**src/hdl/eight_bit_cpu_alu_with_flags_core_assert.svh**
```systemverilog
// Assertion macros shared by the register file and ALU block.
`ifndef EIGHT_BIT_CPU_ALU_WITH_FLAGS_CORE_ASSERT_SVH
`define EIGHT_BIT_CPU_ALU_WITH_FLAGS_CORE_ASSERT_SVH

// Same-cycle implication, checked on every clock edge outside reset.
`define EBC_ASSERT_NOW(label, ante, cons, msg) \
    label: assert property (@(posedge aclk) disable iff (!aresetn) (ante) |-> (cons)) \
        else $error(msg);

// Next-cycle implication, checked on every clock edge outside reset.
`define EBC_ASSERT_NEXT(label, ante, cons, msg) \
    label: assert property (@(posedge aclk) disable iff (!aresetn) (ante) |=> (cons)) \
        else $error(msg);

`endif

```
**src/hdl/ebc_alu_pkg.sv**
```systemverilog
// Types, codes and decode helpers of the register file and ALU block.
package ebc_alu_pkg;

    localparam int ACT_W  = 5;
    localparam int TGT_W  = 4;
    localparam int BPOS_W = 3;
    localparam int BYTE_W = 8;
    localparam int WORD_W = 16;
    localparam int ROWS   = 4;
    localparam int ROW_W  = $clog2(ROWS);

    // Operation codes.
    localparam logic [ACT_W-1:0] ACT_ADD   = 5'd0;
    localparam logic [ACT_W-1:0] ACT_ADDHL = 5'd1;
    localparam logic [ACT_W-1:0] ACT_ADC   = 5'd2;
    localparam logic [ACT_W-1:0] ACT_SUB   = 5'd3;
    localparam logic [ACT_W-1:0] ACT_SBC   = 5'd4;
    localparam logic [ACT_W-1:0] ACT_AND   = 5'd5;
    localparam logic [ACT_W-1:0] ACT_OR    = 5'd6;
    localparam logic [ACT_W-1:0] ACT_XOR   = 5'd7;
    localparam logic [ACT_W-1:0] ACT_CP    = 5'd8;
    localparam logic [ACT_W-1:0] ACT_INC   = 5'd9;
    localparam logic [ACT_W-1:0] ACT_DEC   = 5'd10;
    localparam logic [ACT_W-1:0] ACT_CCF   = 5'd11;
    localparam logic [ACT_W-1:0] ACT_SCF   = 5'd12;
    localparam logic [ACT_W-1:0] ACT_RRA   = 5'd13;
    localparam logic [ACT_W-1:0] ACT_RLA   = 5'd14;
    localparam logic [ACT_W-1:0] ACT_RRCA  = 5'd15;
    localparam logic [ACT_W-1:0] ACT_RLCA  = 5'd16;
    localparam logic [ACT_W-1:0] ACT_CPL   = 5'd17;
    localparam logic [ACT_W-1:0] ACT_BIT   = 5'd18;
    localparam logic [ACT_W-1:0] ACT_RES   = 5'd19;
    localparam logic [ACT_W-1:0] ACT_SET   = 5'd20;
    localparam logic [ACT_W-1:0] ACT_SRL   = 5'd21;
    localparam logic [ACT_W-1:0] ACT_RR    = 5'd22;
    localparam logic [ACT_W-1:0] ACT_RL    = 5'd23;
    localparam logic [ACT_W-1:0] ACT_RRC   = 5'd24;
    localparam logic [ACT_W-1:0] ACT_RLC   = 5'd25;
    localparam logic [ACT_W-1:0] ACT_SRA   = 5'd26;
    localparam logic [ACT_W-1:0] ACT_SLA   = 5'd27;
    localparam logic [ACT_W-1:0] ACT_SWAP  = 5'd28;
    localparam logic [ACT_W-1:0] ACT_LDI   = 5'd29;

    // Operand codes.
    localparam logic [TGT_W-1:0] TGT_A  = 4'd0;
    localparam logic [TGT_W-1:0] TGT_B  = 4'd1;
    localparam logic [TGT_W-1:0] TGT_C  = 4'd2;
    localparam logic [TGT_W-1:0] TGT_D  = 4'd3;
    localparam logic [TGT_W-1:0] TGT_E  = 4'd4;
    localparam logic [TGT_W-1:0] TGT_H  = 4'd5;
    localparam logic [TGT_W-1:0] TGT_L  = 4'd6;
    localparam logic [TGT_W-1:0] TGT_BC = 4'd7;
    localparam logic [TGT_W-1:0] TGT_DE = 4'd8;
    localparam logic [TGT_W-1:0] TGT_HL = 4'd9;

    // Register file rows: A sits alone in the low byte of its row.
    typedef logic [ROW_W-1:0] row_t;
    localparam row_t ROW_A  = 2'd0;
    localparam row_t ROW_BC = 2'd1;
    localparam row_t ROW_DE = 2'd2;
    localparam row_t ROW_HL = 2'd3;

    typedef struct packed {
        logic z;
        logic n;
        logic h;
        logic c;
    } flags_t;

    typedef struct packed {
        logic              en;
        row_t              row;
        logic [WORD_W-1:0] data;
    } wr_req_t;

    typedef struct packed {
        logic [WORD_W-1:0] value;
        flags_t            flags;
        logic              wrote;
        wr_req_t           wr;
    } exec_res_t;

    function automatic row_t tgt_row(input logic [TGT_W-1:0] code);
        row_t r;
        unique case (code)
            TGT_B, TGT_C, TGT_BC: r = ROW_BC;
            TGT_D, TGT_E, TGT_DE: r = ROW_DE;
            TGT_H, TGT_L, TGT_HL: r = ROW_HL;
            default:              r = ROW_A;
        endcase
        return r;
    endfunction

    function automatic logic tgt_hi(input logic [TGT_W-1:0] code);
        return (code == TGT_B) || (code == TGT_D) || (code == TGT_H);
    endfunction

    function automatic logic acc_only(input logic [ACT_W-1:0] act);
        return (act >= ACT_CCF) && (act <= ACT_CPL);
    endfunction

endpackage

```
**src/hdl/eight_bit_cpu_alu_with_flags_core.sv**
```systemverilog
// Top level of the 8-bit CPU register file and ALU with Z/N/H/C flags.
// This block holds A, B, C, D, E, H, L and the Z/N/H/C flags and executes one ALU
// operation per input transfer, returning the written (or compared) value and the
// flags after the operation as one output transfer. It sustains one transfer per
// cycle while m_tready does not stall the output; each item passes the register
// file read (a synchronous memory with registered read ports) and then the
// execute stage, whose result is held in the output register. Write
// back from the execute stage is forwarded to a read issued in the same cycle, so
// back-to-back dependent operations see each other's results. The register file
// starts out as zero after reset with no clearing pass: each row has a valid bit.
module eight_bit_cpu_alu_with_flags_core (
    input  logic        aclk,
    input  logic        aresetn,
    input  logic        s_tvalid,
    output logic        s_tready,
    // [4:0] action, [8:5] target_reg, [11:9] bit_position, [19:12] load_value
    input  logic [23:0] s_tdata,
    output logic        m_tvalid,
    input  logic        m_tready,
    // [15:0] result_value, [16] flag_zero, [17] flag_subtract, [18] flag_half,
    // [19] flag_carry, [20] wrote_register
    output logic [23:0] m_tdata
);
    import ebc_alu_pkg::*;

    `include "eight_bit_cpu_alu_with_flags_core_assert.svh"

    logic [ACT_W-1:0]  in_act;
    logic [TGT_W-1:0]  in_code;
    logic              s_xfer, s1_adv;

    logic              s1_valid_reg;
    logic [ACT_W-1:0]  s1_act_reg;
    logic [TGT_W-1:0]  s1_code_reg;
    logic [BPOS_W-1:0] s1_bpos_reg;
    logic [BYTE_W-1:0] s1_imm_reg;

    flags_t            flags_reg;
    logic              m_valid_reg;
    logic [23:0]       m_data_reg;

    row_t              rd1_row, rd2_row;
    logic [WORD_W-1:0] rd1_data, rd2_data;
    wr_req_t           wr;
    exec_res_t         ex;

    assign in_act  = s_tdata[4:0];
    assign in_code = s_tdata[8:5];

    // The execute stage hands its item on whenever the output register is free or draining.
    assign s1_adv   = s1_valid_reg && (!m_valid_reg || m_tready);
    assign s_tready = !s1_valid_reg || s1_adv;
    assign s_xfer   = s_tvalid && s_tready;

    // Port 1 reads the operand row, port 2 the accumulator row (HL for the 16-bit add).
    assign rd1_row = acc_only(in_act) ? ROW_A : tgt_row(in_code);
    assign rd2_row = (in_act == ACT_ADDHL) ? ROW_HL : ROW_A;

    ebc_alu_regfile u_regfile (
        .aclk     (aclk),
        .aresetn  (aresetn),
        .rd_en    (s_xfer),
        .rd1_row  (rd1_row),
        .rd2_row  (rd2_row),
        .wr       (wr),
        .rd1_data (rd1_data),
        .rd2_data (rd2_data)
    );

    ebc_alu_exec u_exec (
        .act  (s1_act_reg),
        .code (s1_code_reg),
        .bpos (s1_bpos_reg),
        .imm  (s1_imm_reg),
        .p1   (rd1_data),
        .p2   (rd2_data),
        .f    (flags_reg),
        .res  (ex)
    );

    // Write back exactly once, when the item leaves the execute stage.
    always_comb begin
        wr    = ex.wr;
        wr.en = ex.wr.en && s1_adv;
    end

    always_ff @(posedge aclk) begin
        if (!aresetn) begin
            s1_valid_reg <= 1'b0;
            m_valid_reg  <= 1'b0;
            flags_reg    <= '0;
        end else begin
            if (s_xfer) begin
                s1_valid_reg <= 1'b1;
            end else if (s1_adv) begin
                s1_valid_reg <= 1'b0;
            end
            if (s1_adv) begin
                m_valid_reg <= 1'b1;
                flags_reg   <= ex.flags;
            end else if (m_tready) begin
                m_valid_reg <= 1'b0;
            end
        end
    end

    always_ff @(posedge aclk) begin
        if (s_xfer) begin
            s1_act_reg  <= in_act;
            s1_code_reg <= in_code;
            s1_bpos_reg <= s_tdata[11:9];
            s1_imm_reg  <= s_tdata[19:12];
        end
        if (s1_adv) begin
            m_data_reg <= {3'b000, ex.wrote, ex.flags.c, ex.flags.h, ex.flags.n, ex.flags.z,
                           ex.value};
        end
    end

    assign m_tvalid = m_valid_reg;
    assign m_tdata  = m_data_reg;

    // Flags only move when an item completes execution.
    `EBC_ASSERT_NEXT(a_flags_hold, !s1_adv, $stable(flags_reg), "flags changed without an item")
    // A completing item always lands in the output register.
    `EBC_ASSERT_NEXT(a_out_fill, s1_adv, m_valid_reg, "executed item not presented")
    // The accumulator row never carries anything in its upper byte.
    `EBC_ASSERT_NOW(a_row_a_high, wr.en && (wr.row == ROW_A), wr.data[15:8] == 8'h00,
        "upper byte written in accumulator row")
    // A write back is never issued without an item in the execute stage.
    `EBC_ASSERT_NOW(a_wr_has_item, wr.en, s1_valid_reg && ex.wrote, "stray register write")

endmodule

```
**src/hdl/ebc_alu_regfile.sv**
```systemverilog
// Register file memory: four 16-bit rows, two registered read ports, write forwarding.
module ebc_alu_regfile (
    input  logic                          aclk,
    input  logic                          aresetn,
    input  logic                          rd_en,
    input  ebc_alu_pkg::row_t             rd1_row,
    input  ebc_alu_pkg::row_t             rd2_row,
    input  ebc_alu_pkg::wr_req_t          wr,
    output logic [ebc_alu_pkg::WORD_W-1:0] rd1_data,
    output logic [ebc_alu_pkg::WORD_W-1:0] rd2_data
);
    import ebc_alu_pkg::*;

    logic [WORD_W-1:0] mem [ROWS];
    logic [ROWS-1:0]   row_valid_reg;
    logic [WORD_W-1:0] rd1_raw_reg, rd2_raw_reg, fwd_data_reg;
    logic              rd1_vld_reg, rd2_vld_reg, rd1_fwd_reg, rd2_fwd_reg;

    // Rows never written since reset read as zero.
    always_ff @(posedge aclk) begin
        if (!aresetn) begin
            row_valid_reg <= '0;
        end else if (wr.en) begin
            row_valid_reg[wr.row] <= 1'b1;
        end
    end

    always_ff @(posedge aclk) begin
        if (wr.en) begin
            mem[wr.row] <= wr.data;
        end
        if (rd_en) begin
            rd1_raw_reg  <= mem[rd1_row];
            rd2_raw_reg  <= mem[rd2_row];
            rd1_vld_reg  <= row_valid_reg[rd1_row];
            rd2_vld_reg  <= row_valid_reg[rd2_row];
            // A write landing on the row being read wins over the stale read.
            rd1_fwd_reg  <= wr.en && (wr.row == rd1_row);
            rd2_fwd_reg  <= wr.en && (wr.row == rd2_row);
            fwd_data_reg <= wr.data;
        end
    end

    assign rd1_data = rd1_fwd_reg ? fwd_data_reg : (rd1_vld_reg ? rd1_raw_reg : '0);
    assign rd2_data = rd2_fwd_reg ? fwd_data_reg : (rd2_vld_reg ? rd2_raw_reg : '0);

endmodule

```
**src/hdl/ebc_alu_exec.sv**
```systemverilog
// ALU datapath: computes result, new flags and the register file write-back.
module ebc_alu_exec (
    input  logic [ebc_alu_pkg::ACT_W-1:0]  act,
    input  logic [ebc_alu_pkg::TGT_W-1:0]  code,
    input  logic [ebc_alu_pkg::BPOS_W-1:0] bpos,
    input  logic [ebc_alu_pkg::BYTE_W-1:0] imm,
    input  logic [ebc_alu_pkg::WORD_W-1:0] p1,
    input  logic [ebc_alu_pkg::WORD_W-1:0] p2,
    input  ebc_alu_pkg::flags_t            f,
    output ebc_alu_pkg::exec_res_t         res
);
    import ebc_alu_pkg::*;

    logic              ok, hi, cin, wr_a, wr_t, is_hl;
    logic [BYTE_W-1:0] a, v, r8, bmask;
    logic [WORD_W-1:0] op16, r16;
    logic [BYTE_W:0]   sum9, dif9;
    logic [4:0]        hsum, hdif;
    logic [WORD_W:0]   s17;
    logic [12:0]       h13;
    flags_t            fn;

    always_comb begin
        ok    = (act <= ACT_LDI) && (acc_only(act) || (code <= TGT_HL));
        hi    = tgt_hi(code);
        cin   = f.c;
        v     = hi ? p1[WORD_W-1:BYTE_W] : p1[BYTE_W-1:0];
        a     = p2[BYTE_W-1:0];
        bmask = BYTE_W'(1) << bpos;
        is_hl = act == ACT_ADDHL;

        sum9 = {1'b0, a} + {1'b0, v} + {8'h00, cin && (act == ACT_ADC)};
        hsum = {1'b0, a[3:0]} + {1'b0, v[3:0]} + {4'h0, cin && (act == ACT_ADC)};
        dif9 = {1'b0, a} - {1'b0, v} - {8'h00, cin && (act == ACT_SBC)};
        hdif = {1'b0, a[3:0]} - {1'b0, v[3:0]} - {4'h0, cin && (act == ACT_SBC)};

        // 16-bit add to HL: register pairs add whole, single registers zero-extended.
        op16 = (code >= TGT_BC) ? p1 : {8'h00, v};
        s17  = {1'b0, p2} + {1'b0, op16};
        h13  = {1'b0, p2[11:0]} + {1'b0, op16[11:0]};

        r8   = '0;
        r16  = '0;
        fn   = f;
        wr_a = 1'b0;
        wr_t = 1'b0;
        unique case (act)
            ACT_ADD, ACT_ADC: begin
                r8 = sum9[BYTE_W-1:0];
                fn = '{z: r8 == '0, n: 1'b0, h: hsum[4], c: sum9[BYTE_W]};
                wr_a = 1'b1;
            end
            ACT_ADDHL: begin
                r16 = s17[WORD_W-1:0];
                fn = '{z: f.z, n: 1'b0, h: h13[12], c: s17[WORD_W]};
            end
            ACT_SUB, ACT_SBC, ACT_CP: begin
                r8 = dif9[BYTE_W-1:0];
                fn = '{z: r8 == '0, n: 1'b1, h: hdif[4], c: dif9[BYTE_W]};
                wr_a = act != ACT_CP;
            end
            ACT_AND: begin
                r8 = a & v;
                fn = '{z: r8 == '0, n: 1'b0, h: 1'b1, c: 1'b0};
                wr_a = 1'b1;
            end
            ACT_OR, ACT_XOR: begin
                r8 = (act == ACT_OR) ? (a | v) : (a ^ v);
                fn = '{z: r8 == '0, n: 1'b0, h: 1'b0, c: 1'b0};
                wr_a = 1'b1;
            end
            ACT_INC: begin
                r8 = v + 8'd1;
                fn = '{z: r8 == '0, n: 1'b0, h: v[3:0] == 4'hF, c: f.c};
                wr_t = 1'b1;
            end
            ACT_DEC: begin
                r8 = v - 8'd1;
                fn = '{z: r8 == '0, n: 1'b1, h: v[3:0] == 4'h0, c: f.c};
                wr_t = 1'b1;
            end
            ACT_CCF: fn = '{z: f.z, n: 1'b0, h: 1'b0, c: !f.c};
            ACT_SCF: fn = '{z: f.z, n: 1'b0, h: 1'b0, c: 1'b1};
            ACT_RRA, ACT_RRCA: begin
                r8 = {(act == ACT_RRA) ? cin : a[0], a[BYTE_W-1:1]};
                fn = '{z: 1'b0, n: 1'b0, h: 1'b0, c: a[0]};
                wr_a = 1'b1;
            end
            ACT_RLA, ACT_RLCA: begin
                r8 = {a[BYTE_W-2:0], (act == ACT_RLA) ? cin : a[BYTE_W-1]};
                fn = '{z: 1'b0, n: 1'b0, h: 1'b0, c: a[BYTE_W-1]};
                wr_a = 1'b1;
            end
            ACT_CPL: begin
                r8 = ~a;
                fn = '{z: f.z, n: 1'b1, h: 1'b1, c: f.c};
                wr_a = 1'b1;
            end
            ACT_BIT: begin
                r8 = v;
                fn = '{z: (v & bmask) == '0, n: 1'b0, h: 1'b1, c: f.c};
            end
            ACT_RES: begin
                r8 = v & ~bmask;
                wr_t = 1'b1;
            end
            ACT_SET: begin
                r8 = v | bmask;
                wr_t = 1'b1;
            end
            ACT_LDI: begin
                r8 = imm;
                wr_t = 1'b1;
            end
            ACT_SRL, ACT_RR, ACT_RRC, ACT_SRA: begin
                unique case (act)
                    ACT_SRL: r8 = {1'b0, v[BYTE_W-1:1]};
                    ACT_RR:  r8 = {cin, v[BYTE_W-1:1]};
                    ACT_RRC: r8 = {v[0], v[BYTE_W-1:1]};
                    default: r8 = {v[BYTE_W-1], v[BYTE_W-1:1]};
                endcase
                fn = '{z: r8 == '0, n: 1'b0, h: 1'b0, c: v[0]};
                wr_t = 1'b1;
            end
            ACT_RL, ACT_RLC, ACT_SLA: begin
                unique case (act)
                    ACT_RL:  r8 = {v[BYTE_W-2:0], cin};
                    ACT_RLC: r8 = {v[BYTE_W-2:0], v[BYTE_W-1]};
                    default: r8 = {v[BYTE_W-2:0], 1'b0};
                endcase
                fn = '{z: r8 == '0, n: 1'b0, h: 1'b0, c: v[BYTE_W-1]};
                wr_t = 1'b1;
            end
            ACT_SWAP: begin
                r8 = {v[3:0], v[BYTE_W-1:4]};
                fn = '{z: r8 == '0, n: 1'b0, h: 1'b0, c: 1'b0};
                wr_t = 1'b1;
            end
            default: fn = f;
        endcase

        if (!is_hl) begin
            r16 = {8'h00, r8};
        end

        res.value   = ok ? r16 : '0;
        res.flags   = ok ? fn : f;
        res.wrote   = ok && (wr_a || wr_t || is_hl);
        res.wr.en   = res.wrote;
        if (is_hl) begin
            res.wr.row  = ROW_HL;
            res.wr.data = r16;
        end else if (wr_a) begin
            res.wr.row  = ROW_A;
            res.wr.data = {8'h00, r8};
        end else begin
            // Byte write into a pair row keeps the other half as it was read.
            res.wr.row  = tgt_row(code);
            res.wr.data = hi ? {r8, p1[BYTE_W-1:0]} : {p1[WORD_W-1:BYTE_W], r8};
        end
    end

endmodule
```
**config.mk**
```make
export PLATFORM = sky130hd
export DESIGN_NAME = eight_bit_cpu_alu_with_flags_core
export DESIGN_NICKNAME = d
export VERILOG_FILES = /design/src/hdl/ebc_alu_pkg.sv /design/src/hdl/eight_bit_cpu_alu_with_flags_core.sv /design/src/hdl/ebc_alu_regfile.sv /design/src/hdl/ebc_alu_exec.sv
export VERILOG_INCLUDE_DIRS = /design/src /design/src/hdl
export SDC_FILE = /design/constraint.sdc
export NUM_CORES = 1
export LEC_CHECK = 0
export BUFFER_PORTS_ARGS = -buffer_cell sky130_fd_sc_hd__buf_2
export CAP_MARGIN = 20
export CELL_PAD_IN_SITES_DETAIL_PLACEMENT = 1
export CELL_PAD_IN_SITES_GLOBAL_PLACEMENT = 2
export CORE_ASPECT_RATIO = 0.9
export CORE_UTILIZATION = 37
export CTS_CLUSTER_SIZE = 16
export DETAILED_ROUTE_END_ITERATION = 10
export PLACE_DENSITY = 0.87
export SLEW_MARGIN = 20
export SYNTH_ARGS = -nofsm -noshare
export SYNTH_HDL_FRONTEND = slang
export SYNTH_SLANG_ARGS = --single-unit
```
**constraint.sdc**
```tcl
create_clock -name aclk -period 5.1 [get_ports aclk]
set_clock_uncertainty 0.2 [all_clocks]
set_input_delay 0.765 -clock aclk [delete_from_list [all_inputs] [get_ports aclk]]
set_output_delay 0.765 -clock aclk [all_outputs]
set_load 0.01 [all_outputs]
```
== After elaboration in Yosys (flattened, before gate mapping) ==
Memory sizes are Yosys's and may differ from the RTL's. A register that Yosys moved wholly into a read port is not among the register bits.
Cells that the tools add are included.

* Flip-flop bits (word level): 71
* RAM bits: 64
* ROM bits: 64
* Bits of input ports: 28
* Word-level logic and storage cells: 173
* Memories: 3

* Add/sub/neg operators: 12
* $lt $le $gt $ge: 11
* Eq/ne operators: 37
* Shift operators: 1
* Multiplexer cells: 37
* Bitwise logic cells: 9
* Reduce and logical (&&, ||, !) cells: 45

{| class="wikitable"
|+ Memory list
! name !! words !! width !! read ports !! clocked after Yosys merged registers in !! write ports !! line !! source
|-
| u_regfile.mem || 4 || 16 || 2 || 2 || 1 || ebc_alu_regfile.sv:14 || <nowiki>logic [WORD_W-1:0] mem [ROWS];</nowiki>
|-
| (no name shown) || 16 || 2 || 1 || 0 || 0 || ebc_alu_pkg.sv:85 || <nowiki>unique case (code)</nowiki>
|-
| (no name shown) || 16 || 2 || 1 || 1 || 0 || ebc_alu_pkg.sv:85 ||
|}

{| class="wikitable"
|+ Operator list
! operator !! count
|-
| $pmux W8 S16 || 1
|-
| $mux W16 || 7
|-
| $logic_not A8 Y1 || 10
|-
| $eq A5 B5 Y1 const B || 14
|-
| $pmux W4 S16 || 1
|-
| $eq A5 B4 Y1 const B || 8
|-
| $mux W18 || 2
|-
| $mux W8 || 4
|-
| $and A8 B8 Y8 || 3
|-
| $pmux W8 S3 || 1
|-
| $eq A5 B3 Y1 const B || 4
|-
| $add A16 B16 Y17 || 1
|-
| $not A8 Y8 || 2
|-
| $or A8 B8 Y8 || 2
|-
| $le A5 B5 Y1 const B || 3
|-
| $add A12 B12 Y13 || 1
|-
| $reduce_or A13 Y1 || 1
|-
| $logic_and A1 B1 Y1 || 12
|-
| $mux W1 || 12
|-
| $eq A5 B1 Y1 const B || 2
|-
| $eq A5 B2 Y1 const B || 2
|-
| $ge A5 B4 Y1 const B || 2
|-
| $reduce_or A10 Y1 || 1
|-
| $add A8 B8 Y9 || 1
|-
| 35 further kinds || 55
|}

== Longest topological paths before layout ==
Gate-level depths: netlist of the first run.

* Word-level depth: 15
* Mapped depth: 19
* Mapped depth without buffers: 17

== Cells and area by module ==
Synthesis of the first run repeated with hierarchy kept, for this count alone.

* Cell total of the unflattened synthesis: 1087
* Area, all modules: 11556.1 µm²

{| class="wikitable"
|+ By module, submodules not included
! module !! instances !! cells each !! area an instance (µm²)
|-
| ebc_alu_exec || 1 || 774 || 4974.8
|-
| ebc_alu_regfile || 1 || 220 || 4914.7
|-
| eight_bit_cpu_alu_with_flags_core || 1 || 93 || 1666.6
|}

== Least setup slack after synthesis of the first run ==
No wires, ideal clock.

* Path kind: input-to-reg
* Start: input port m_tready
* End: memory u_regfile.mem[1][0], enable pin
* Data arrival time: 4.191 ns
* Required time: 4.460 ns
* Path slack: 0.269 ns
* Stages on the path: 4
* Buffers on the path: 0
* Path through: nor2b_1 nor2b_1 nand2_1 nor4b_1

* Word-level cells in the longest chain between the ends: 5

{| class="wikitable"
|+ Ends and longest elaborated chain
! item !! line !! source
|-
| start: declaration || eight_bit_cpu_alu_with_flags_core.sv:19 || <nowiki>input logic m_tready,</nowiki>
|-
| $logic_or A1 B1 Y1 || eight_bit_cpu_alu_with_flags_core.sv:51 || <nowiki>assign s1_adv = s1_valid_reg && (!m_valid_reg || m_tready);</nowiki>
|-
| $logic_and A1 B1 Y1 || eight_bit_cpu_alu_with_flags_core.sv:51 ||
|-
| net s1_adv || eight_bit_cpu_alu_with_flags_core.sv:30 || <nowiki>logic s_xfer, s1_adv;</nowiki>
|-
| $logic_and A1 B1 Y1 || eight_bit_cpu_alu_with_flags_core.sv:84 || <nowiki>wr.en = ex.wr.en && s1_adv;</nowiki>
|-
| $mux W1 || ebc_alu_regfile.sv:29 || <nowiki>if (wr.en) begin</nowiki>
|-
| $mux W1 (not written as such) || ebc_alu_regfile.sv:30 || <nowiki>mem[wr.row] <= wr.data;</nowiki>
|-
| end: declaration || ebc_alu_regfile.sv:14 ||
|}

The timed path passes the listed nets, and every way through them passes these cells.

==> results_dict.tcl, run 1 <==
set metrics [dict create \
    clock-root-buffer "clkbuf_16" \
    min_to "u_regfile.row_valid_reg[1]" \
    crit_buf_inv 4 \
    top_layer_used "met4" \
    clk_pin_slew_worst_paths_ns 0.07 \
    rr_endpoint "u_regfile.mem[1][10]" \
    r2r_slack_ns 0.17 \
    hp-class "flop to flop" \
    min_period_ns 4.93 \
    dieArea_um2 32000 \
    grt_pass1_vias 10500 \
    drc 0 \
    antenna_found_initial 0 \
    final_cell_mix "edfxtp_1 (157), nand2_1 (117), buf_4 (93)" \
    largest_register "u_regfile.mem" \
    drive_above_1_share_pct 18.7 \
    portBuffers 46 \
    fmax_mhz 203 \
    fin_crit_sh_pct 96.7 \
    clkLatencyLatePin_ns 0.45 \
    start_util_pct 37.6 \
    hold_viol 0 \
    r2r_cells 16 \
    required_ns 4.99 \
    cp_slowest_cell "fa_1" \
    final_nets 1375 \
    synthFlopType "edfxtp_1" \
    ioPinCount 54 \
    holdBufCountCts 0 \
    synth_cell_types 90 \
    synth-seq-cells 169 \
    dr.pass1.iters 6 \
    postSynthCellCount 1186 \
    met3WireLength_um 2960 \
    worst_pin_slew_ns 0.926 \
    fp.coreArea_um2 30800 \
    wire_per_inst_um 26.3 \
    cp_data_arrival_time_ns 4.82 \
    crit_chain "buf_12, nand3b_1, and2_1, mux2i_4, inv_4, buf_4, fa_1, fa_1, xnor2_1, a22o_1, nor4b_1, buf_4, o2111a_1, o211ai_1, a21oi_1, o22ai_1" \
    area_growth_pct 15.6 \
    grt_util_all_layers_pct 28.4 \
    cts_htree_levels 4 \
    drv_slew 0 \
    p_per_area_nw_per_um2 340 \
    drt_iter0_drc 1029 \
    ys_warn_count 0 \
    maxCapViolations 0 \
    n_antenna_cell 0 \
    clock-sinks 169 \
    grt_setup_unrepaired "false" \
    final_common_cell "edfxtp_1" \
    grt_pass1_wl_um 67200 \
    drt_wl_total_um 44900 \
    dr_wl_met2_um 20600 \
    critPathLaunchType "flop" \
    largest_reg_flops 64 \
    rows 61 \
    setup_viol 0 \
    via_per_inst 6.15 \
    vdd_drop_max_mv 0.233 \
    pre_cts_slack_ns 0.125 \
    grt_overflow 0 \
    synth_top_area_cell "edfxtp_1" \
    cts_tree "yes" \
    final_core_util_pct 43.4 \
    worst_slack_ns 0.166 \
    cp-end-kind "flop" \
    outcome "finished, final reports clean" \
    dp_hpwl_um 34600 \
    synth_top_cell_area_share_pct 40.7 \
    numCtsBuffers 17 \
    cpPeakStageDelay_ns 0.50 \
    syn_area_um2 11600 \
    syn_area_per_cell_um2 9.77 \
    power_w 0.00456 \
    hp-start "u_regfile.row_valid_reg[1]" \
    die_y_um 170 \
    worstSetupPathType "flop to flop" \
    grt_max_degree 38 \
    die_x_um 189 \
    relSlewSlack_pct 37.6 \
    ys_seq_area_share_pct 42.8 \
    whs_path_depth 1 \
    final_antenna_net_count 0 \
    critPathTopFamily "compound AO/OA/AOI/OAI gates" \
    synth_edf_count 157 \
    gp_congestion 1.01 \
    p_leak_nw 5.07 \
    reg2reg_from "u_regfile.rd1_fwd_reg" \
    finalSetupTns_ns 0 \
    synth_area_leaders "edfxtp_1 (41%), ha_1 (6.0%), nand2_1 (3.8%), a21oi_1 (2.9%), o21ai_0 (2.8%)" \
    vias 10500 \
    crit_fanout 31 \
    clk_path_buf_depth 2 \
    met1Wirelength_um 19900 \
    async_flop_share_pct 0 \
]
worst max path at each step:
stage | start | endpoint | depth (start not counted)
after floorplan | m_tready | u_regfile.mem[1][0] | 4
after global placement | u_regfile.rd2_fwd_reg | u_regfile.mem[1][6] | 14
after detailed placement | u_regfile.rd2_fwd_reg | u_regfile.mem[1][10] | 13
after CTS | u_regfile.rd2_fwd_reg | u_regfile.mem[0][10] | 13
after global routing | u_regfile.rd1_fwd_reg | m_tdata[16] | 15
final | u_regfile.rd1_fwd_reg | u_regfile.mem[1][10] | 16
area by class of cell:
class | count | area (µm²)
Clock buffer | 18 | 429
Fill cell | 3499 | 17400
Sequential cell | 169 | 4950
Multi-Input combinational cell | 909 | 6190
Timing Repair Buffer | 141 | 960
Inverter | 49 | 186
Clock inverter | 14 | 161
Tap cell | 409 | 512
report_power, final:
group	switching (W)	internal, W
logic	0.000963	0.000545
registers	0.0000643	0.00166
clock network	0.000593	0.000736
total	0.00162	0.00294
cell families (layout without fill, tap and decap cells):
logic type / Yosys count / count (layout) / synth area share [%]
other cells: 1 / 3 / 0.0324
buf+inv: 110 / 222 / 4.14
fa+ha+maj: 60 / 60 / 6.74
compound gates: 362 / 362 / 21.4
flops: 169 / 169 / 42.8
xor+xnor: 29 / 29 / 2.19
simple gates: 416 / 416 / 19.0
mux: 39 / 39 / 3.75
routing by layer:
| metal | vias to the layer above | global-route usage [%] |
|---|---|---|
| met4 | 0 | 10.7 |
| met1 | 5299 | 38.2 |
| li1 | 4736 | - |
| met2 | 393 | 45.4 |
| met3 | 88 | 5.24 |
| met5 | - | 0 |
synthesized netlist by cell type, drive strengths merged (11+ instances only):
master and instances:
a31oi 34, ha 56, o21a 13, mux2 25, o211ai 14, dfxtp 12, nor2 72, nor3 28
o21ai 70, a22o 19, nand3b 18, o22ai 28, nand3 26, nand2 123, and2 25, mux2i 14
a21o 11, xnor2 19, nand2b 19, a211oi 14, clkbuf 31, nand4 17, edfxtp 157, a21oi 68
nor2b 17, buf 30, and3 15, inv 49
what timing repair did:
action                                  in CTS  in global routing
resized for setup                            0                  3
setup buffers                                0                  1
endpoints found under the setup margin       0                 15
through the flow:
stage          hold WS, ns  instance area [µm²]  std cells
2_1_floorplan        0.241                11600       1188
3_3_place_gp         0.249                12800       1675
3_5_place_dp         0.260                12800       1675
4_1_cts              0.268                13400       1707
5_1_grt              0.271                13400       1709
6_report             0.277                13400       1709
(Power assumes the default switching activity.)
==> inputs of run 2 (changes only) <==
--- a/config.mk
+++ b/config.mk
@@ -11,11 +11,13 @@
 export CELL_PAD_IN_SITES_DETAIL_PLACEMENT = 1
 export CELL_PAD_IN_SITES_GLOBAL_PLACEMENT = 2
 export CORE_ASPECT_RATIO = 0.9
-export CORE_UTILIZATION = 37
+export CORE_UTILIZATION = 38
+export CTS_CLUSTER_DIAMETER = 60
 export CTS_CLUSTER_SIZE = 16
 export DETAILED_ROUTE_END_ITERATION = 10
 export PLACE_DENSITY = 0.87
 export SLEW_MARGIN = 20
 export SYNTH_ARGS = -nofsm -noshare
 export SYNTH_HDL_FRONTEND = slang
+export SYNTH_HIERARCHICAL = 1
 export SYNTH_SLANG_ARGS = --single-unit
==> run 2 against run 1 <==
Net effect: via count fell by 5.5%; first-iteration DRC count rose by 13%; utilization rose by 0.89 points; synthesized cell count fell by 8.3%; clock power rose by 3%; cell count fell by 7.5%; routed wire length fell by 6.0%; non-clock buffer count fell by 17; register-to-register slack improved by 0.03 ns; largest power group unchanged; critical path depth rose by 3; maximum frequency rose by 0.59%.
==> results_dict.tcl, run 2 <==
set metrics [dict create \
    final_cell_mix "edfxtp_1 (157), buf_4 (78), nor2_1 (76)" \
    synth.most_common_cell "edfxtp_1" \
    crit_path_start "u_regfile/rd1_fwd_reg" \
    vias 9937 \
    die_y_um 167 \
    p_leak_nw 4.91 \
    synth_area_leaders "edfxtp_1 (41%), ha_1 (6.2%), mux4_1 (3.6%), mux4_2 (3.5%), a21oi_1 (3.2%)" \
    p_per_area_nw_per_um2 331 \
    start_util_pct 38.7 \
    grt_setup_unrepaired "false" \
    grt_pass1_wl_um 63000 \
    worstSetupPathType "flop to flop" \
    n_antenna_cell 0 \
    crit_cells 19 \
    clock_power_share_pct 31.2 \
    hp-class "primary input to flop" \
    crit_buf_inv 5 \
    postSynthCellCount 1087 \
    final_nets 1253 \
    gp_congestion 0.991 \
    holdBufCountCts 0 \
    fmax_mhz 204 \
    drt_iter0_drc 1159 \
    synthFlopType "edfxtp_1" \
    cp-endpoint "u_regfile/mem[1][13]" \
    required_ns 5.06 \
    drt_wl_total_um 42200 \
    clock-root-buffer "clkbuf_16" \
    critPathTopFamily "compound AO/OA/AOI/OAI gates" \
    reg2reg_from "u_regfile/rd1_fwd_reg" \
    drv_slew 0 \
    critPathLaunchType "flop" \
    ioPinCount 54 \
    worst_slack_ns 0.195 \
    p_int_w 0.00281 \
    relSlewSlack_pct 25.7 \
    numCtsBuffers 17 \
    rows 60 \
    dieArea_um2 31100 \
    clock-sinks 167 \
    dr.pass1.iters 6 \
    drive_above_1_share_pct 18.8 \
    whs_path_depth 1 \
    power_w 0.00438 \
    cts_htree_levels 4 \
    syn_area_per_cell_um2 10.6 \
    synth_edf_count 157 \
    ys_warn_count 6 \
    worst_pin_slew_ns 1.11 \
    die_x_um 186 \
    fin_crit_sh_pct 96.2 \
    syn_area_um2 11600 \
    via_per_inst 6.29 \
    fp.coreArea_um2 29900 \
    cpPeakStageDelay_ns 0.47 \
    switchingPower_w 0.00157 \
    synth_top_cell_area_share_pct 40.8 \
    finalSetupTns_ns 0 \
    setup_viol 0 \
    clk_path_buf_depth 2 \
    r2r_slack_ns 0.19 \
    drc 0 \
    hold_viol 0 \
    clk_pin_slew_worst_paths_ns 0.09 \
    grt_overflow 0 \
    dp_hpwl_um 31600 \
    stdcell_area_um2 13200 \
    pre_cts_slack_ns -0.0486 \
    crit_chain "buf_4, buf_4, nand2_1, o21ai_0, buf_4, nor2b_1, o21ai_0, nand2_2, ha_2, inv_1, ha_1, a21oi_1, nor2b_1, xor2_1, nor2_1, a2111oi_2, buf_4, a21oi_1, a22o_1" \
    cp_data_arrival_time_ns 4.87 \
    clkLatencyLatePin_ns 0.45 \
    dpl_cell_area_um2 12500 \
    largest_reg_flops 64 \
    outcome "finished, final reports clean" \
    grt_max_degree 73 \
    ys_seq_area_share_pct 42.5 \
    final_core_util_pct 44.3 \
    swShare_pct 35.9 \
    synth_cell_types 100 \
    grt_pass1_vias 9916 \
    crit_fanout 10 \
    grt_util_all_layers_pct 27.6 \
    min_period_ns 4.91 \
    rr_endpoint "u_regfile/mem[1][13]" \
    final_antenna_net_count 0 \
    largest_register "u_regfile/mem" \
    p_comb_share_pct 30.6 \
    antenna_found_initial 0 \
    seq_power_share_pct 38.2 \
    crit_path_frequent_cell "buf_4" \
    cp-end-kind "flop" \
    portBuffers 46 \
    ys_top_cells_by_count "edfxtp_1 (157), nor2_1 (79), a21oi_1 (74)" \
    final_common_cell "edfxtp_1" \
    cp_slowest_cell "ha_2" \
    synth-seq-cells 167 \
    vdd_drop_max_mv 0.244 \
    area_growth_pct 14.6 \
    maxCapViolations 0 \
    r2r_cells 19 \
    wire_per_inst_um 26.7 \
    cts_tree "yes" \
    async_flop_share_pct 0 \
    synth_top_area_cell "edfxtp_1" \
]
-- run 2: changes by cell type after synthesis, moves of 8 or more --
cell,delta
a22o_1,+15
o22ai_1,-14
nand3b_1,-16
a31oi_1,-28
o21ai_0,-10
mux2_2,-23
nand2b_1,-8
nand2_1,-47
and2_1,-18
mux4_1,+16
mux4_2,+18
-- run 2: how the worst min path moves through the flow --
stage / start / to
finish: s_tdata[11] / s1_bpos_reg[2]
CTS: s_tdata[11] / s1_bpos_reg[2]
global placement: u_regfile/row_valid_reg[2] / u_regfile/row_valid_reg[2]
floorplan: u_regfile/row_valid_reg[1] / u_regfile/row_valid_reg[1]
global route: s_tdata[18] / s1_imm_reg[6]
detailed placement: u_regfile/row_valid_reg[1] / u_regfile/row_valid_reg[1]
-- run 2: power groups by stage --
stage / Combinational, W / Clock (W) / Sequential, W
4_1_cts: 0.00130 / 0.00139 / 0.00167
3_5_place_dp: 0.00128 / 0 / 0.00170
6_report: 0.00134 / 0.00137 / 0.00167
3_3_place_gp: 0.00125 / 0 / 0.00169
5_1_grt: 0.00143 / 0.00143 / 0.00168
2_1_floorplan: 0.000816 / 0 / 0.00169
-- run 2: metal layers --
| metal | wire [µm] | vias to the layer above | global-route usage [%] |
|---|---|---|---|
| li1 | - | 4365 | - |
| met1 | 19500 | 5071 | 40.9 |
| met2 | 18400 | 439 | 40.3 |
| met3 | 3130 | 62 | 4.76 |
| met4 | 1200 | 0 | 9.44 |
| met5 | 0 | - | 0 |
-- run 2: final cells by class --
| cell class | count | area [µm²] |
|---|---|---|
| Multi-Input combinational cell | 807 | 6190 |
| Fill cell | 3319 | 16600 |
| Sequential cell | 167 | 4910 |
| Inverter | 47 | 179 |
| Tap cell | 403 | 504 |
| Clock inverter | 15 | 214 |
| Timing Repair Buffer | 124 | 816 |
| Clock buffer | 17 | 425 |
-- run 2: logic make-up (layout without fill, tap and decap cells) --
| family | count (synthesis) | after routing | synth area share [%] |
|---|---|---|---|
| and+or+nand+nor | 331 | 331 | 15.0 |
| AOI/OAI and AO/OA | 327 | 327 | 19.6 |
| DFF | 167 | 167 | 42.5 |
| buffers and inverters | 115 | 203 | 4.75 |
| adders and majority gates | 61 | 61 | 6.86 |
| muxes | 52 | 52 | 8.74 |
| xor gates and xnor gates | 33 | 33 | 2.50 |
| other | 1 | 3 | 0.0325 |
-- run 2: timing repair --
action | CTS | global route
cloned | 0 | 0
setup buffers | 1 | 1
gates resized for setup | 1 | 18
setup endpoints to repair | 15 | 54
pin swaps | 1 | 3
-- run 2: through the flow --
stage	instances	hold WS (ns)
3_3_place_gp	1546	0.257
6_report	1580	0.288
2_1_floorplan	1089	0.246
5_1_grt	1580	0.279
3_5_place_dp	1546	0.282
4_1_cts	1579	0.267
==> inputs of run 3 (changes only) <==
--- a/config.mk
+++ b/config.mk
@@ -6,16 +6,17 @@
 export SDC_FILE = /design/constraint.sdc
 export NUM_CORES = 1
 export LEC_CHECK = 0
+export ABC_AREA = 1
 export BUFFER_PORTS_ARGS = -buffer_cell sky130_fd_sc_hd__buf_2
 export CAP_MARGIN = 20
 export CELL_PAD_IN_SITES_DETAIL_PLACEMENT = 1
 export CELL_PAD_IN_SITES_GLOBAL_PLACEMENT = 2
-export CORE_ASPECT_RATIO = 0.9
-export CORE_UTILIZATION = 38
+export CORE_ASPECT_RATIO = 1.1
+export CORE_UTILIZATION = 34
 export CTS_CLUSTER_DIAMETER = 60
 export CTS_CLUSTER_SIZE = 16
 export DETAILED_ROUTE_END_ITERATION = 10
-export PLACE_DENSITY = 0.87
+export PLACE_DENSITY = 0.88
 export SLEW_MARGIN = 20
 export SYNTH_ARGS = -nofsm -noshare
 export SYNTH_HDL_FRONTEND = slang
==> run 3 against run 2 <==
Net effect: first-iteration DRC count is 38% lower; total power is 1.0% higher; non-clock buffer count is 22 lower; via count is 17% higher; flip-flop and latch count stayed put; sequential share of layout area is 1.7 points lower; synthesized cell count is 52% higher; cell count is 40% higher; combinational power is 7% higher; register-to-register slack better by 0.14 ns; critical endpoint is now u_regfile/fwd_data_reg[12]; largest cell class unchanged; largest power group unchanged.
==> results_dict.tcl, run 3 <==
set metrics [dict create \
    finalSetupTns_ns 0 \
    synthFlopType "edfxtp_1" \
    p_leak_nw 6.47 \
    dpl_cell_area_um2 13300 \
    dr.pass1.iters 5 \
    crit_path_start "u_regfile/rd1_fwd_reg" \
    dp_hpwl_um 36400 \
    drc 0 \
    area_growth_pct 12.1 \
    async_flop_share_pct 0 \
    crit_path_frequent_cell "nand2_1" \
    cp-endpoint "u_regfile/fwd_data_reg[12]" \
    hp-class "flop to flop" \
    portBuffers 46 \
    fp.coreArea_um2 35500 \
    multi_input_area_um2 6140 \
    dp_cells 2183 \
    ys_top_cells_by_count "nand2_1 (433), inv_1 (221), nand3_1 (212)" \
    clkLatencyLatePin_ns 0.45 \
    grt_setup_unrepaired "false" \
    syn_area_um2 12400 \
    gp_congestion 0.995 \
    met1_usage_pct 29.8 \
    cts_tree "yes" \
    final_core_util_pct 39.1 \
    clock-root-buffer "clkbuf_16" \
    largest_reg_flops 64 \
    fmax_mhz 210 \
    seq_area_um2 4910 \
    grt_pass1_wl_um 71400 \
    hold_viol 0 \
    grt_util_all_layers_pct 25.8 \
    start_util_pct 34.9 \
    grt_pass1_vias 12200 \
    clk_path_buf_depth 2 \
    via_per_inst 5.25 \
    setup_viol 0 \
    final_cells 2215 \
    drive_above_1_share_pct 12.6 \
    fin_crit_sh_pct 93.5 \
    p_per_area_nw_per_um2 319 \
    crit_chain "clkinvlp_4, o21ai_0, nand3_1, nand2_2, ha_1, inv_1, ha_1, a21oi_1, nand2_1, xnor2_1, nor2_1, nor2_1, nand4_1, nor2_2, nand4_1, nand2_1, nand2_1" \
    required_ns 5.02 \
    ys_warn_count 6 \
    grt_max_degree 57 \
    drt_iter0_drc 720 \
    outcome "finished, final reports clean" \
    reg2reg_from "u_regfile/rd1_fwd_reg" \
    cp-end-kind "flop" \
    largest_register "u_regfile/mem" \
    synth_top_area_cell "edfxtp_1" \
    numCtsBuffers 17 \
    use_met2_pct 45.8 \
    drv_slew 0 \
    synth_top_cell_area_share_pct 38.1 \
    ioPinCount 54 \
    cp_data_arrival_time_ns 4.69 \
    die_y_um 202 \
    postSynthCellCount 1650 \
    maxCapViolations 0 \
    final_nets 1810 \
    synth.most_common_cell "nand2_1" \
    grt_overflow 0 \
    vias 11600 \
    synth_cell_types 54 \
    vdd_drop_max_mv 0.207 \
    stdcell_area_um2 13900 \
    clock-sinks 167 \
    final_cell_mix "nand2_1 (433), inv_1 (219), nand3_1 (212)" \
    antenna_found_initial 0 \
    r2r_cells 17 \
    crit_fanout 23 \
    clk_pin_slew_worst_paths_ns 0.07 \
    cts_htree_levels 4 \
    worstSetupPathType "flop to flop" \
    grt_busiest_layer "met2" \
    synth_area_leaders "edfxtp_1 (38%), nand2_1 (13%), nand3_1 (8.6%), inv_1 (6.7%), ha_1 (5.8%)" \
    final_common_cell "nand2_1" \
    critPathLaunchType "flop" \
    met3_usage_pct 3.14 \
    rows 72 \
    worst_pin_slew_ns 0.888 \
    cpPeakStageDelay_ns 0.74 \
    r2r_slack_ns 0.33 \
    relSlewSlack_pct 40.2 \
    power_w 0.00443 \
    cp_slowest_cell "o21ai_0" \
    fillerInstances 4468 \
    dieArea_um2 37200 \
    final_antenna_net_count 0 \
    die_x_um 184 \
    n_antenna_cell 0 \
    ys_seq_area_share_pct 39.7 \
    min_period_ns 4.77 \
    synth-seq-cells 167 \
    drt_wl_total_um 46500 \
    synth_edf_count 157 \
    syn_area_per_cell_um2 7.50 \
    rr_endpoint "u_regfile/fwd_data_reg[12]" \
    wire_per_inst_um 21.0 \
]
## run 3: critical path: cells and delay by family (launching register included)
kind,cells,cell delay (ns)
and+or+nand+nor,10,1.72
adders and majority gates,2,0.56
xor gates and xnor gates,1,0.23
DFF,1,0.39
AOI/OAI and AO/OA,2,0.95
buffers and inverters,2,0.38
## run 3: metrics by stage
stage | worst slack, ns | hold WS (ns)
global route | 0.0661 | 0.270
detailed placement | 0.387 | 0.285
finish | 0.333 | 0.294
CTS | 0.314 | 0.261
floorplan | 1.33 | 0.255
global placement | 0.446 | 0.265
## run 3: final cells by class
type                       count  area share, %
inverter                     248           6.83
tap                          481           4.34
multi-input combinational   1185           44.2
timing repair buffer         102           4.78
clock buffer                  17           3.07
sequential                   167           35.4
clock inverter                15           1.33
## run 3: report_power, final
part	switching (W)	leakage, nW	internal [W]
logic	0.000998	4.59	0.000431
registers	0.0000408	1.59	0.00163
clock network	0.000621	0.289	0.000703
## run 3: timing repair
action	in CTS	in global routing
hold buffers	0	0
gates resized for setup	0	1
buffers inserted	0	0
endpoints found under the setup margin	0	4
## run 3: how the worst min path moves through the flow
| stage | to | startpoint | cells after the start |
|---|---|---|---|
| floorplan | u_regfile/row_valid_reg[0] | u_regfile/row_valid_reg[0] | 2 |
| global placement | flags_reg[2] | flags_reg[2] | 2 |
| detailed placement | flags_reg[2] | flags_reg[2] | 2 |
| CTS | s1_imm_reg[5] | s_tdata[17] | 1 |
| global route | s1_imm_reg[5] | s_tdata[17] | 1 |
| finish | u_regfile/row_valid_reg[1] | u_regfile/row_valid_reg[1] | 2 |
## run 3: layer usage
layer	wire length (µm)	share of wire, %
met4	2500	5.4
met3	1310	2.8
met2	23600	51
met5	0	0
met1	19000	41
## run 3: kinds of logic (layout without fill, tap and decap cells)
group,after synthesis,count (layout),synth area share (%)
buffers and inverters,300,382,10.8
other,1,3,0.0303
DFF,167,167,39.7
AOI/OAI and AO/OA,231,231,10.4
and+or+nand+nor,877,877,31.7
xor gates and xnor gates,13,13,0.920
adders and majority gates,61,61,6.41
